`src/hdl/assert_macros.svh`:
```
// Assertion macros shared by the RTL of the square-wave sound channel.
// Depends on nothing; included by files that carry concurrent checks.
`ifndef ASSERT_MACROS_SVH
`define ASSERT_MACROS_SVH

// Same-cycle implication, disabled while reset is asserted.
`define ASSERT_NOW(label, clk, rst_n, ante, cons) \
  label: assert property (@(posedge clk) disable iff (!rst_n) (ante) |-> (cons)) \
    else $error("same-cycle check failed");

// Next-cycle implication, disabled while reset is asserted.
`define ASSERT_NEXT(label, clk, rst_n, ante, cons) \
  label: assert property (@(posedge clk) disable iff (!rst_n) (ante) |=> (cons)) \
    else $error("next-cycle check failed");

`endif

```
`src/hdl/sqw_pkg.sv`:
```
// Package for the square-wave sound channel: event codes, register map,
// widths, constants and the duty / length lookup tables. No dependencies.
package sqw_pkg;

  localparam int PERIOD_W  = 11;
  localparam int LEN_W     = 8;
  localparam int VOL_W     = 4;
  localparam int STEP_W    = 3;
  localparam int SWDIV_W   = 3;
  localparam int LIDX_W    = 5;
  localparam int FUNC_W    = 3;
  localparam int REG_NUM   = 8;
  localparam int REG_IDX_W = $clog2(REG_NUM);
  localparam int CFG_AW    = REG_IDX_W + 2;
  localparam int CFG_DW    = 32;

  localparam logic [PERIOD_W-1:0] MIN_PERIOD = PERIOD_W'(8);
  localparam logic [VOL_W-1:0]    DECAY_TOP  = '1;
  localparam logic [STEP_W-1:0]   STEP_TOP   = '1;

  typedef enum logic [FUNC_W-1:0] {
    FUNC_TICK    = 3'd0,
    FUNC_QUARTER = 3'd1,
    FUNC_HALF    = 3'd2,
    FUNC_NOTE    = 3'd3,
    FUNC_SWEEP   = 3'd4
  } func_t;

  typedef enum logic [REG_IDX_W-1:0] {
    REG_DUTY      = 3'd0,
    REG_VOLUME    = 3'd1,
    REG_CONST_VOL = 3'd2,
    REG_HALT_LOOP = 3'd3,
    REG_SW_EN     = 3'd4,
    REG_SW_PERIOD = 3'd5,
    REG_SW_NEGATE = 3'd6,
    REG_SW_SHIFT  = 3'd7
  } reg_idx_t;

  // Negate mode codes; code 3 acts like the extra-one subtract.
  localparam logic [1:0] NEG_ADD = 2'd0;

  function automatic logic duty_bit(input logic [1:0] sel, input logic [STEP_W-1:0] step);
    logic [7:0] pat;
    unique case (sel)
      2'd0: pat = 8'b0000_0010;
      2'd1: pat = 8'b0000_0110;
      2'd2: pat = 8'b0001_1110;
      2'd3: pat = 8'b1111_1001;
    endcase
    return pat[step];
  endfunction

  function automatic logic [LEN_W-1:0] length_lookup(input logic [LIDX_W-1:0] idx);
    logic [LEN_W-1:0] v;
    unique case (idx)
      5'd0:  v = 8'd10;   5'd1:  v = 8'd254;  5'd2:  v = 8'd20;   5'd3:  v = 8'd2;
      5'd4:  v = 8'd40;   5'd5:  v = 8'd4;    5'd6:  v = 8'd80;   5'd7:  v = 8'd6;
      5'd8:  v = 8'd160;  5'd9:  v = 8'd8;    5'd10: v = 8'd60;   5'd11: v = 8'd10;
      5'd12: v = 8'd14;   5'd13: v = 8'd12;   5'd14: v = 8'd26;   5'd15: v = 8'd14;
      5'd16: v = 8'd12;   5'd17: v = 8'd16;   5'd18: v = 8'd24;   5'd19: v = 8'd18;
      5'd20: v = 8'd48;   5'd21: v = 8'd20;   5'd22: v = 8'd96;   5'd23: v = 8'd22;
      5'd24: v = 8'd192;  5'd25: v = 8'd24;   5'd26: v = 8'd72;   5'd27: v = 8'd26;
      5'd28: v = 8'd16;   5'd29: v = 8'd28;   5'd30: v = 8'd32;   5'd31: v = 8'd30;
    endcase
    return v;
  endfunction

endpackage

```
`src/hdl/square_wave_sound_channel.sv`:
```
// Top level of the square-wave sound channel: event decode, channel state
// and a one-deep result register. Depends on sqw_pkg and assert_macros.svh.
//
//  channel | handshake            | payload
//  in      | in_valid / in_ready  | func, period_value, length_index, channel_enabled
//  out     | out_valid / out_ready| level, sample_valid, muted, length_active
//  cfg     | APB write, pready=1  | 8 registers at byte address 4*i
//
// One event per clock while in_ready is high: state is updated and the result
// word registered at the edge that accepts the input word.
// in_ready is low only while a result word sits unaccepted in the output
// register; a new word is taken in the same cycle the old result leaves.
// rst_n is synchronous; it resets state (mute set), configuration registers and the output valid.
`include "assert_macros.svh"

module square_wave_sound_channel (
  input  logic                          clk,
  input  logic                          rst_n,
  input  logic                          in_valid,
  output logic                          in_ready,
  input  logic [sqw_pkg::FUNC_W-1:0]    in_func,
  input  logic [sqw_pkg::PERIOD_W-1:0]  in_period_value,
  input  logic [sqw_pkg::LIDX_W-1:0]    in_length_index,
  input  logic                          in_channel_enabled,
  output logic                          out_valid,
  input  logic                          out_ready,
  output logic [sqw_pkg::VOL_W-1:0]     out_level,
  output logic                          out_sample_valid,
  output logic                          out_muted,
  output logic                          out_length_active,
  input  logic                          cfg_psel,
  input  logic                          cfg_penable,
  input  logic                          cfg_pwrite,
  input  logic [sqw_pkg::CFG_AW-1:0]    cfg_paddr,
  input  logic [sqw_pkg::CFG_DW-1:0]    cfg_pwdata,
  output logic [sqw_pkg::CFG_DW-1:0]    cfg_prdata,
  output logic                          cfg_pready
);
  import sqw_pkg::*;

  // configuration registers
  logic [1:0]         duty_r;
  logic [VOL_W-1:0]   volume_r;
  logic               const_vol_r;
  logic               halt_loop_r;
  logic               sw_en_r;
  logic [SWDIV_W-1:0] sw_period_r;
  logic [1:0]         sw_negate_r;
  logic [2:0]         sw_shift_r;

  // channel state
  logic [PERIOD_W-1:0] timer_count_r, timer_count_nxt;
  logic [PERIOD_W-1:0] timer_reload_r, timer_reload_nxt;
  logic [STEP_W-1:0]   step_r, step_nxt;
  logic [LEN_W-1:0]    length_r, length_nxt;
  logic [VOL_W-1:0]    env_div_r, env_div_nxt;
  logic [VOL_W-1:0]    decay_r, decay_nxt;
  logic [VOL_W-1:0]    env_level_r, env_level_nxt;
  logic                env_start_r, env_start_nxt;
  logic [SWDIV_W-1:0]  sw_div_r, sw_div_nxt;
  logic                sw_reload_r, sw_reload_nxt;
  logic                mute_r, mute_nxt;

  // result register
  logic               out_valid_r;
  logic [VOL_W-1:0]   level_r, level_nxt;
  logic               sample_valid_r, sample_valid_nxt;
  logic               muted_r;
  logic               len_active_r;

  logic               in_fire;
  logic               cfg_wr;
  reg_idx_t           cfg_idx;

  // sweep target, 12 bits: bit 11 flags a target above the 11-bit range or a wrapped subtract
  logic [PERIOD_W-1:0] sw_change;
  logic [PERIOD_W:0]   sw_target;

  assign in_ready   = !out_valid_r || out_ready;
  assign in_fire    = in_valid && in_ready;
  assign cfg_pready = 1'b1;
  assign cfg_wr     = cfg_psel && cfg_penable && cfg_pwrite && cfg_pready;
  assign cfg_idx    = reg_idx_t'(cfg_paddr[CFG_AW-1:2]);

  assign out_valid         = out_valid_r;
  assign out_level         = level_r;
  assign out_sample_valid  = sample_valid_r;
  assign out_muted         = muted_r;
  assign out_length_active = len_active_r;

  always_comb begin
    unique case (cfg_idx)
      REG_DUTY:      cfg_prdata = CFG_DW'(duty_r);
      REG_VOLUME:    cfg_prdata = CFG_DW'(volume_r);
      REG_CONST_VOL: cfg_prdata = CFG_DW'(const_vol_r);
      REG_HALT_LOOP: cfg_prdata = CFG_DW'(halt_loop_r);
      REG_SW_EN:     cfg_prdata = CFG_DW'(sw_en_r);
      REG_SW_PERIOD: cfg_prdata = CFG_DW'(sw_period_r);
      REG_SW_NEGATE: cfg_prdata = CFG_DW'(sw_negate_r);
      REG_SW_SHIFT:  cfg_prdata = CFG_DW'(sw_shift_r);
    endcase
  end

  always_ff @(posedge clk) begin
    if (!rst_n) begin
      duty_r      <= '0;
      volume_r    <= '0;
      const_vol_r <= 1'b0;
      halt_loop_r <= 1'b0;
      sw_en_r     <= 1'b0;
      sw_period_r <= '0;
      sw_negate_r <= '0;
      sw_shift_r  <= '0;
    end else if (cfg_wr) begin
      unique case (cfg_idx)
        REG_DUTY:      duty_r      <= cfg_pwdata[1:0];
        REG_VOLUME:    volume_r    <= cfg_pwdata[VOL_W-1:0];
        REG_CONST_VOL: const_vol_r <= cfg_pwdata[0];
        REG_HALT_LOOP: halt_loop_r <= cfg_pwdata[0];
        REG_SW_EN:     sw_en_r     <= cfg_pwdata[0];
        REG_SW_PERIOD: sw_period_r <= cfg_pwdata[SWDIV_W-1:0];
        REG_SW_NEGATE: sw_negate_r <= cfg_pwdata[1:0];
        REG_SW_SHIFT:  sw_shift_r  <= cfg_pwdata[2:0];
      endcase
    end
  end

  // change never exceeds the period, so subtract only wraps when the
  // change equals the period and the extra one is taken
  always_comb begin
    sw_change = timer_reload_r >> sw_shift_r;
    if (sw_negate_r == NEG_ADD) begin
      sw_target = {1'b0, timer_reload_r} + {1'b0, sw_change};
    end else begin
      sw_target = {1'b0, timer_reload_r} - {1'b0, sw_change}
                  - (PERIOD_W + 1)'(sw_negate_r[1]);
    end
  end

  always_comb begin
    timer_count_nxt  = timer_count_r;
    timer_reload_nxt = timer_reload_r;
    step_nxt         = step_r;
    length_nxt       = length_r;
    env_div_nxt      = env_div_r;
    decay_nxt        = decay_r;
    env_level_nxt    = env_level_r;
    env_start_nxt    = env_start_r;
    sw_div_nxt       = sw_div_r;
    sw_reload_nxt    = sw_reload_r;
    mute_nxt         = mute_r;
    level_nxt        = '0;
    sample_valid_nxt = 1'b0;

    unique case (in_func)
      FUNC_TICK: begin
        mute_nxt = (timer_reload_r < MIN_PERIOD) || sw_target[PERIOD_W]
                   || (length_r == '0);
        if (timer_count_r == '0) begin
          timer_count_nxt = timer_reload_r;
          step_nxt        = (step_r == '0) ? STEP_TOP : step_r - 1'b1;
        end else begin
          timer_count_nxt = timer_count_r - 1'b1;
        end
        level_nxt = (!mute_nxt && duty_bit(duty_r, step_nxt)) ? env_level_r : '0;
        sample_valid_nxt = 1'b1;
      end
      FUNC_QUARTER: begin
        if (env_start_r) begin
          env_start_nxt = 1'b0;
          decay_nxt     = DECAY_TOP;
          env_div_nxt   = volume_r;
        end else if (env_div_r == '0) begin
          env_div_nxt = volume_r;
          if (decay_r != '0) begin
            decay_nxt = decay_r - 1'b1;
          end else if (halt_loop_r) begin
            decay_nxt = DECAY_TOP;
          end
        end else begin
          env_div_nxt = env_div_r - 1'b1;
        end
        env_level_nxt = const_vol_r ? volume_r : decay_nxt;
      end
      FUNC_HALF: begin
        if (length_r != '0 && !halt_loop_r) begin
          length_nxt = length_r - 1'b1;
        end
        // sweep sees the mute flag left by the last timer tick
        if (sw_div_r == '0 && sw_en_r && sw_shift_r != '0 && !mute_r) begin
          timer_reload_nxt = sw_target[PERIOD_W-1:0];
        end
        if (sw_div_r == '0 || sw_reload_r) begin
          sw_div_nxt    = sw_period_r;
          sw_reload_nxt = 1'b0;
        end else begin
          sw_div_nxt = sw_div_r - 1'b1;
        end
      end
      FUNC_NOTE: begin
        timer_reload_nxt = in_period_value;
        env_start_nxt    = 1'b1;
        if (in_channel_enabled) begin
          length_nxt = length_lookup(in_length_index);
        end
      end
      FUNC_SWEEP: sw_reload_nxt = 1'b1;
      default: ;
    endcase
  end

  always_ff @(posedge clk) begin
    if (!rst_n) begin
      timer_count_r  <= '0;
      timer_reload_r <= '0;
      step_r         <= '0;
      length_r       <= '0;
      env_div_r      <= '0;
      decay_r        <= '0;
      env_level_r    <= '0;
      env_start_r    <= 1'b0;
      sw_div_r       <= '0;
      sw_reload_r    <= 1'b0;
      mute_r         <= 1'b1;
    end else if (in_fire) begin
      timer_count_r  <= timer_count_nxt;
      timer_reload_r <= timer_reload_nxt;
      step_r         <= step_nxt;
      length_r       <= length_nxt;
      env_div_r      <= env_div_nxt;
      decay_r        <= decay_nxt;
      env_level_r    <= env_level_nxt;
      env_start_r    <= env_start_nxt;
      sw_div_r       <= sw_div_nxt;
      sw_reload_r    <= sw_reload_nxt;
      mute_r         <= mute_nxt;
    end
  end

  always_ff @(posedge clk) begin
    if (!rst_n) begin
      out_valid_r <= 1'b0;
    end else if (in_fire) begin
      out_valid_r <= 1'b1;
    end else if (out_ready) begin
      out_valid_r <= 1'b0;
    end
  end

  always_ff @(posedge clk) begin
    if (in_fire) begin
      level_r        <= level_nxt;
      sample_valid_r <= sample_valid_nxt;
      muted_r        <= mute_nxt;
      len_active_r   <= (length_nxt != '0);
    end
  end

  `ASSERT_NEXT(a_fire_gives_word, clk, rst_n, in_fire,
               out_valid_r && (sample_valid_r == ($past(in_func) == FUNC_TICK)))
  `ASSERT_NOW(a_muted_sample_silent, clk, rst_n,
              out_valid_r && sample_valid_r && muted_r, level_r == '0)
  `ASSERT_NOW(a_live_sample_has_length, clk, rst_n,
              out_valid_r && sample_valid_r && !muted_r, len_active_r)

endmodule

```
`config.mk`:
```
export PLATFORM = sky130hd
export DESIGN_NAME = square_wave_sound_channel
export DESIGN_NICKNAME = d
export VERILOG_FILES = /design/src/hdl/sqw_pkg.sv /design/src/hdl/square_wave_sound_channel.sv
export VERILOG_INCLUDE_DIRS = /design/src /design/src/hdl
export SDC_FILE = /design/constraint.sdc
export NUM_CORES = 1
export LEC_CHECK = 0
export BUFFER_PORTS_ARGS = -buffer_cell sky130_fd_sc_hd__buf_2
export CAP_MARGIN = 5
export CORE_ASPECT_RATIO = 1.75
export CORE_MARGIN = 10
export CORE_UTILIZATION = 56
export CTS_CLUSTER_DIAMETER = 50
export DETAILED_ROUTE_END_ITERATION = 8
export PLACE_DENSITY = 0.76
export SLEW_MARGIN = 0
export SYNTH_ARGS = -nofsm -noshare
export SYNTH_HDL_FRONTEND = slang
export SYNTH_SLANG_ARGS = --single-unit
```
`constraint.sdc`:
```
create_clock -name clk -period 9 [get_ports clk]
set_input_delay 0.9 -clock clk [delete_from_list [all_inputs] [get_ports clk]]
set_output_delay 0.9 -clock clk [all_outputs]
set_load 0.02 [all_outputs]
```
# [Yosys cells after proc, flatten, opt, wreduce, memory -nomap -nowiden]
# Memories as Yosys holds them, arrays and structs flattened.
# Cells that the tools add are included.
[totals] ff_bits=76 mem_bits_ro=224 out_inout_bits=42 wordCells=131 memories=1
[memory_table] memory="(name not given)" depth=32 width=7 rd=1 rd_ports_with_merged_regs=0 wr=0 line="sqw_pkg.sv:56" rtl="unique case (idx)"
[op_classes] add_sub_neg=9 magnitude_cmp=2 n_eq_ne=16 shift=1 n_mux=30 reduce_logical=48
[ops] operator="32-bit one-hot mux with 8 select lines" n=1
[ops] operator="8-bit one-hot mux with 4 select lines" n=1
[ops] operator="4-bit two-way mux" n=7
[ops] operator="2-bit AND reduction" n=13
[ops] operator="8-bit two-way mux" n=3
[ops] operator="11-bit two-way mux" n=2
[ops] operator="11-bit one-hot mux with 2 select lines" n=1
[ops] operator="8-bit one-hot mux with 2 select lines" n=1
[ops] operator="8-bit nonzero test" n=2
[ops] operator="3-bit equality test (second input constant)" n=5
[ops] operator="11-bit by 11-bit adder with 12-bit output" n=1
[ops] operator="3-bit by 2-bit equality test with 1-bit output (second input constant)" n=4
[ops] operator="3-bit logical NOT" n=4
[ops] operator="12-bit two-way mux" n=1
[ops] operator="3-bit two-way mux" n=4
[ops] operator="11-bit by 11-bit subtractor with 12-bit output" n=1
[ops] operator="12-bit by 1-bit subtractor with 12-bit output" n=1
[ops] operator="11-bit logical NOT" n=1
[ops] operator="11-bit by 4-bit < comparator with 1-bit output (second input constant)" n=1
[ops] operator="11-bit by 3-bit >> shifter with 11-bit output" n=1
[ops] operator="11-bit by 1-bit subtractor with 11-bit output (second input constant)" n=1
[ops] operator="1-bit logical AND" n=8
[ops] operator="8-bit logical NOT" n=1
[ops] operator="2-bit nonzero test" n=4
[ops] operator="other kinds (18)" n=37

# [Longest topological paths before layout]
[depth] depth_word=9 ltp_mapped=16 ltp_nobuf=15

# [Worst setup path after synthesis]
# Ideal clock, no wire load.
[synth_timing] path_kind="reg-to-reg" from="register sw_shift_r[1]" to="register timer_reload_r[6]" setup_time_ns=0.095 arrival_time_ns=3.608 slack_ns=5.296 path_stages_with_launch=15 synth_period_minus_slack_ns=3.704 path_cell_list="dfxtp_1 -> buf_1 -> clkbuf_1 -> mux4_2 -> nor2_1 -> a21oi_1 -> ha_1 -> inv_1 -> ha_1 -> or2_2 -> o32ai_1 -> xnor2_1 -> nor2_1 -> or3b_2 -> a221oi_1"
[synth_between] elab_chain_cells=6 word_cells_on_any_way=12
[synth_rtl] item="start, declared" line="square_wave_sound_channel.sv:49" rtl="logic [2:0] sw_shift_r;"
[synth_rtl] item="start signal, assigned" line="square_wave_sound_channel.sv:123" rtl="REG_SW_SHIFT: sw_shift_r <= cfg_pwdata[2:0];"
[synth_rtl] item="11-bit by 3-bit >> shifter with 11-bit output" line="square_wave_sound_channel.sv:131" rtl="sw_change = timer_reload_r >> sw_shift_r;"
[synth_rtl] item="11-bit by 11-bit subtractor with 12-bit output" line="square_wave_sound_channel.sv:135" rtl="sw_target = {1'b0, timer_reload_r} - {1'b0, sw_change}"
[synth_rtl] item="12-bit by 1-bit subtractor with 12-bit output" line="square_wave_sound_channel.sv:136" rtl="- (PERIOD_W + 1)'(sw_negate_r[1]);"
[synth_rtl] item="12-bit two-way mux" line="square_wave_sound_channel.sv:132" rtl="if (sw_negate_r == NEG_ADD) begin"
[synth_rtl] item="11-bit two-way mux" line="square_wave_sound_channel.sv:190" rtl="if (sw_div_r == '0 && sw_en_r && sw_shift_r != '0 && !mute_r) begin"
[synth_rtl] item="11-bit one-hot mux with 2 select lines" line="square_wave_sound_channel.sv:155" rtl="unique case (in_func)"
[synth_rtl] item="end signal, assigned" line="square_wave_sound_channel.sv:227" rtl="timer_reload_r <= timer_reload_nxt;"
[synth_rtl] item="end, declared" line="square_wave_sound_channel.sv:53" rtl="logic [PERIOD_W-1:0] timer_reload_r, timer_reload_nxt;"
# Several ways; a longest one is shown, not always the timed one. The select of a mux whose other input is x is not followed.
# A chain may end at the register's enable or synchronous reset.

# [Worst setup path after layout]
[layout_timing] from="register sw_shift_r[1]" to="register level_r[3] (netlist: out_level[3]), data pin"
[layout_between] elab_chain_cells=9 word_cells_on_any_way=10
[layout_rtl] item="11-bit by 3-bit >> shifter with 11-bit output *" line="square_wave_sound_channel.sv:131"
[layout_rtl] item="11-bit by 11-bit subtractor with 12-bit output" line="square_wave_sound_channel.sv:135"
[layout_rtl] item="12-bit by 1-bit subtractor with 12-bit output" line="square_wave_sound_channel.sv:136"
[layout_rtl] item="12-bit two-way mux *" line="square_wave_sound_channel.sv:132"
[layout_rtl] item="1-bit logical OR *" line="square_wave_sound_channel.sv:157" rtl="mute_nxt = (timer_reload_r < MIN_PERIOD) || sw_target[PERIOD_W]"
[layout_rtl] item="1-bit logical OR *" line="square_wave_sound_channel.sv:158" rtl="|| (length_r == '0);"
[layout_rtl] item="1-bit logical NOT *" line="square_wave_sound_channel.sv:165" rtl="level_nxt = (!mute_nxt && duty_bit(duty_r, step_nxt)) ? env_level_r : '0;"
[layout_rtl] item="1-bit logical AND *" line="square_wave_sound_channel.sv:165"
[layout_rtl] item="2-bit AND reduction (no source line) *"
[layout_rtl] item="end signal, assigned" line="square_wave_sound_channel.sv:252" rtl="level_r <= level_nxt;"
[layout_rtl] item="end, declared" line="square_wave_sound_channel.sv:66" rtl="logic [VOL_W-1:0] level_r, level_nxt;"
# Mark *: on every way between the ends. The rest lies on a longest branch, timed or not.

==> impl_results.md <==
* Clk_skew at slightly above 7 ps
* Core area at between 0.01 and 0.015 sq mm
* R2R Setup Slk at about 4400 ps
* Max-cap violations at 0
* Lkg Pwr at between 2 and 3 nW
* H-tree depth at 3
* Switching pwr at about 270 uW
* Global-route wire length before repair at about 31,000 um
* Hpwl dp at ~15,000 um
* RSZ-0062 raised after global routing: false
* GRT Residual Overflow at 0
* Sequential power share at between 30% and 40%
* Yosys cell types at a little under 80
* Flops & latches, synth at between 70 and 80
* Setup CP Type: register to register
* Fin crit share at between 50% and 60%
* DRC errors left at 0
* Placed Area at 0.00654 sq mm
* VDD IR max at 0.142 mV
* Initial Utilization at a little under 60%
* Part of the power in the clock network at 44.2%
* Syn Std Cell Area at approximately 0.0064 sq mm
* Die Y at between 150 and 200 um
* Crit. End Element: register
* Min Tclk post-route at 4580 ps
* CP required at 9060 ps
* EDFF count, synth at 7
* Antenna violations before repair at 0
* Diode count at 0
* Most common cell after layout, fill and taps aside: nor2_1
* Commonest non-fill, non-tap cells in the layout: nor2_1, nand2_1, dfxtp_1
* Num Clock Sinks at between 70 and 80
* Delay of the slowest critical-path stage at between 800 and 900 ps
* Outcome: finished, final reports clean
* CP arrival at between 4000 and 5000 ps
* Seq/Total Area, Yosys at roughly 25%
* Post-CTS Setup Bufs at 0
* Clk slew on worst S/H paths at around 60 ps
* PortBufs at 46
* Die ar. at between 0.015 and 0.02 sq mm
* Initial drt markers at between 200 and 300
* Final setup fails at 0
* WL per Instance at between 15 and 20 um
* Min-Delay Path Class: register to register
* Hold Slack at between 400 and 500 ps
* Avg Inst Size Synth at roughly 7.7 sq um
* Final Util at about three fifths
* Vias post-DR at about 6,200
* Post-Synthesis Cells at about 840
* Comb pwr share at a little under a fifth
* Critical-path cell list: mux2i_1 -> mux2_2 -> nor2_1 -> ha_1 -> inv_1 -> ha_1 -> a21o_1 -> a21o_1 -> a221o_1 -> or3_1 -> a32oi_1 -> nor4_1
* Vias/cell at between 6 and 7
* Net Sw Frac at about 28%
* Async SR Flop Fraction at 0%
* Total Wirelength at approximately 19,000 um
* Nets at between 900 and 1,000
* Die boundary width at 101 um
* Final instance area at 0.00689 sq mm
* Worst-Skew Late Latency at approximately 340 ps
* DRT antenna net count at 0
* Slowest-stage cell, CP: dfxtp_1
* Share of layout cells above drive strength 1 at 10.6%
* Vias in the first global route at ~6,200
* CP Launch Type: register
* Maximum clock path buffer count at 2
* TritonCTS clock tree: yes
* Root buffer selected by CTS: clkbuf_16
* Number of CTS-inserted buffers at 9
* Synth warn at 0
* Core Rows at 51
* Setup TNS at 0 ps
* Prevailing post-synth register cell: dfxtp_1
* Hold Vio Cnt, Final at 0
* Power Internal at approximately 690 uW
* Pins Over Slew Limit at 0
* First-pass DRT Iterations at 6
* Pin count of the biggest net entering global routing at 53
* PD cells at about 140 mW/mm^2
* Resized cells post-CTS at 0
* Slew headroom at 20.4%
* Synthesis-to-layout area growth at 7.18%
* FMAX at 0.218 GHz
* All-Layer GR Usage at 23.1%
* Tightest Pin Transition at ~1200 ps
* GP Congestion at approximately 0.96
* CP Max Fanout at 21
* Top Ports at 106
* # hold bufs at CTS at 0
## power groups by stage
| stage | combinational, mW | clock, mW | sequential [mW] |
|---|---|---|---|
| 2_1_floorplan | 0.137 | 0 | 0.366 |
| 3_3_place_gp | 0.165 | 0 | 0.366 |
| 3_5_place_dp | 0.170 | 0 | 0.367 |
| 4_1_cts | 0.171 | 0.426 | 0.359 |
| 5_1_grt | 0.191 | 0.436 | 0.361 |
| 6_report | 0.174 | 0.422 | 0.360 |
## final timing paths
check | startpoint | endpoint | cells after the start
min | env_level_r[0]$_SDFFE_PN0P_ | env_level_r[0]$_SDFFE_PN0P_ | 2
min reg2reg | env_level_r[0]$_SDFFE_PN0P_ | env_level_r[0]$_SDFFE_PN0P_ | 2
max reg2reg | sw_shift_r[1]$_SDFFE_PN0P_ | out_level[3]$_SDFFCE_PN0P_ | 12
max | sw_shift_r[1]$_SDFFE_PN0P_ | out_level[3]$_SDFFCE_PN0P_ | 12
## worst max-delay path: cells and delay by family, from the launching register on
kind                       cells  cell delay [ps]
DFF                            1              880
buffers and inverters          1              130
AOI/OAI and AO/OA              4             1360
adders and majority gates      2              650
muxes                          2              540
and+or+nand+nor                3              740
## metrics by stage
| stage | worst slack [ps] | total power [mW] | cells |
|---|---|---|---|
| after CTS | 4460 | 0.957 | 985 |
| after global routing | 4200 | 0.988 | 985 |
| after global placement | 4580 | 0.531 | 970 |
| after detailed placement | 4490 | 0.536 | 970 |
| final | 4420 | 0.956 | 985 |
| after floorplan | 5300 | 0.503 | 863 |
## Yosys cell counts, types with 7 or more instances
master | n | area share, %
o21a_1 | 8 | 0.93
nand2b_1 | 14 | 1.4
a31oi_1 | 14 | 1.4
clkbuf_1 | 33 | 1.9
inv_1 | 65 | 3.8
o211ai_1 | 11 | 1.3
dfxtp_1 | 69 | 21
edfxtp_1 | 7 | 3.3
o22ai_1 | 7 | 0.68
buf_4 | 29 | 3.4
nand3_1 | 18 | 1.4
nand2_1 | 72 | 4.2
ha_1 | 46 | 8.9
and3_1 | 8 | 0.78
nor2_1 | 77 | 4.5
a211oi_1 | 14 | 1.6
o21ai_0 | 48 | 3.7
o31ai_1 | 7 | 0.82
mux2i_1 | 30 | 4.7
nor3_1 | 27 | 2.1
a21o_1 | 8 | 0.93
nor4_1 | 11 | 1.1
a21oi_1 | 61 | 4.7
xnor2_1 | 9 | 1.2
## cell type report
type	count	area, sq um
sequential	76	1590
tap	132	165
clock inverter	4	77.6
timing repair buffer	48	245
multi-input combinational	647	4290
fill	1028	4270
inverter	67	251
clock buffer	11	275
## cell families after synthesis
| logic type | share of synthesized area, % |
|---|---|
| AOI/OAI and AO/OA | 24.6 |
| xor gates and xnor gates | 1.50 |
| adders and majority gates | 10.0 |
| buffers and inverters | 10.2 |
| DFF | 24.7 |
| muxes | 7.12 |
| other | 0.117 |
| and+or+nand+nor | 21.7 |
## metal layers
| metal | GRT usage [%] | part of all wire (%) | vias to the layer above |
|---|---|---|---|
| li1 | - | - | 3005 |
| met1 | 23.5 | 36 | 2980 |
| met2 | 43.1 | 55 | 187 |
| met3 | 3.44 | 4.5 | 55 |
| met4 | 12.2 | 4.5 | 0 |
| met5 | 0 | 0 | - |
## flip-flops by register name, summed over array words and instances (netlist names)
name / count
timer_count_r: 11
timer_reload_r: 11
length_r: 8
decay_r: 4
env_div_r: 4
env_level_r: 4
out_level: 4
volume_r: 4
step_r: 3
sw_div_r: 3
sw_period_r: 3
sw_shift_r: 3
duty_r: 2
sw_negate_r: 2
const_vol_r: 1
env_start_r: 1
halt_loop_r: 1
mute_r: 1
out_length_active: 1
out_muted: 1
out_sample_valid: 1
out_valid: 1
sw_en_r: 1
sw_reload_r: 1
Power figures use the tool's default switching activity.
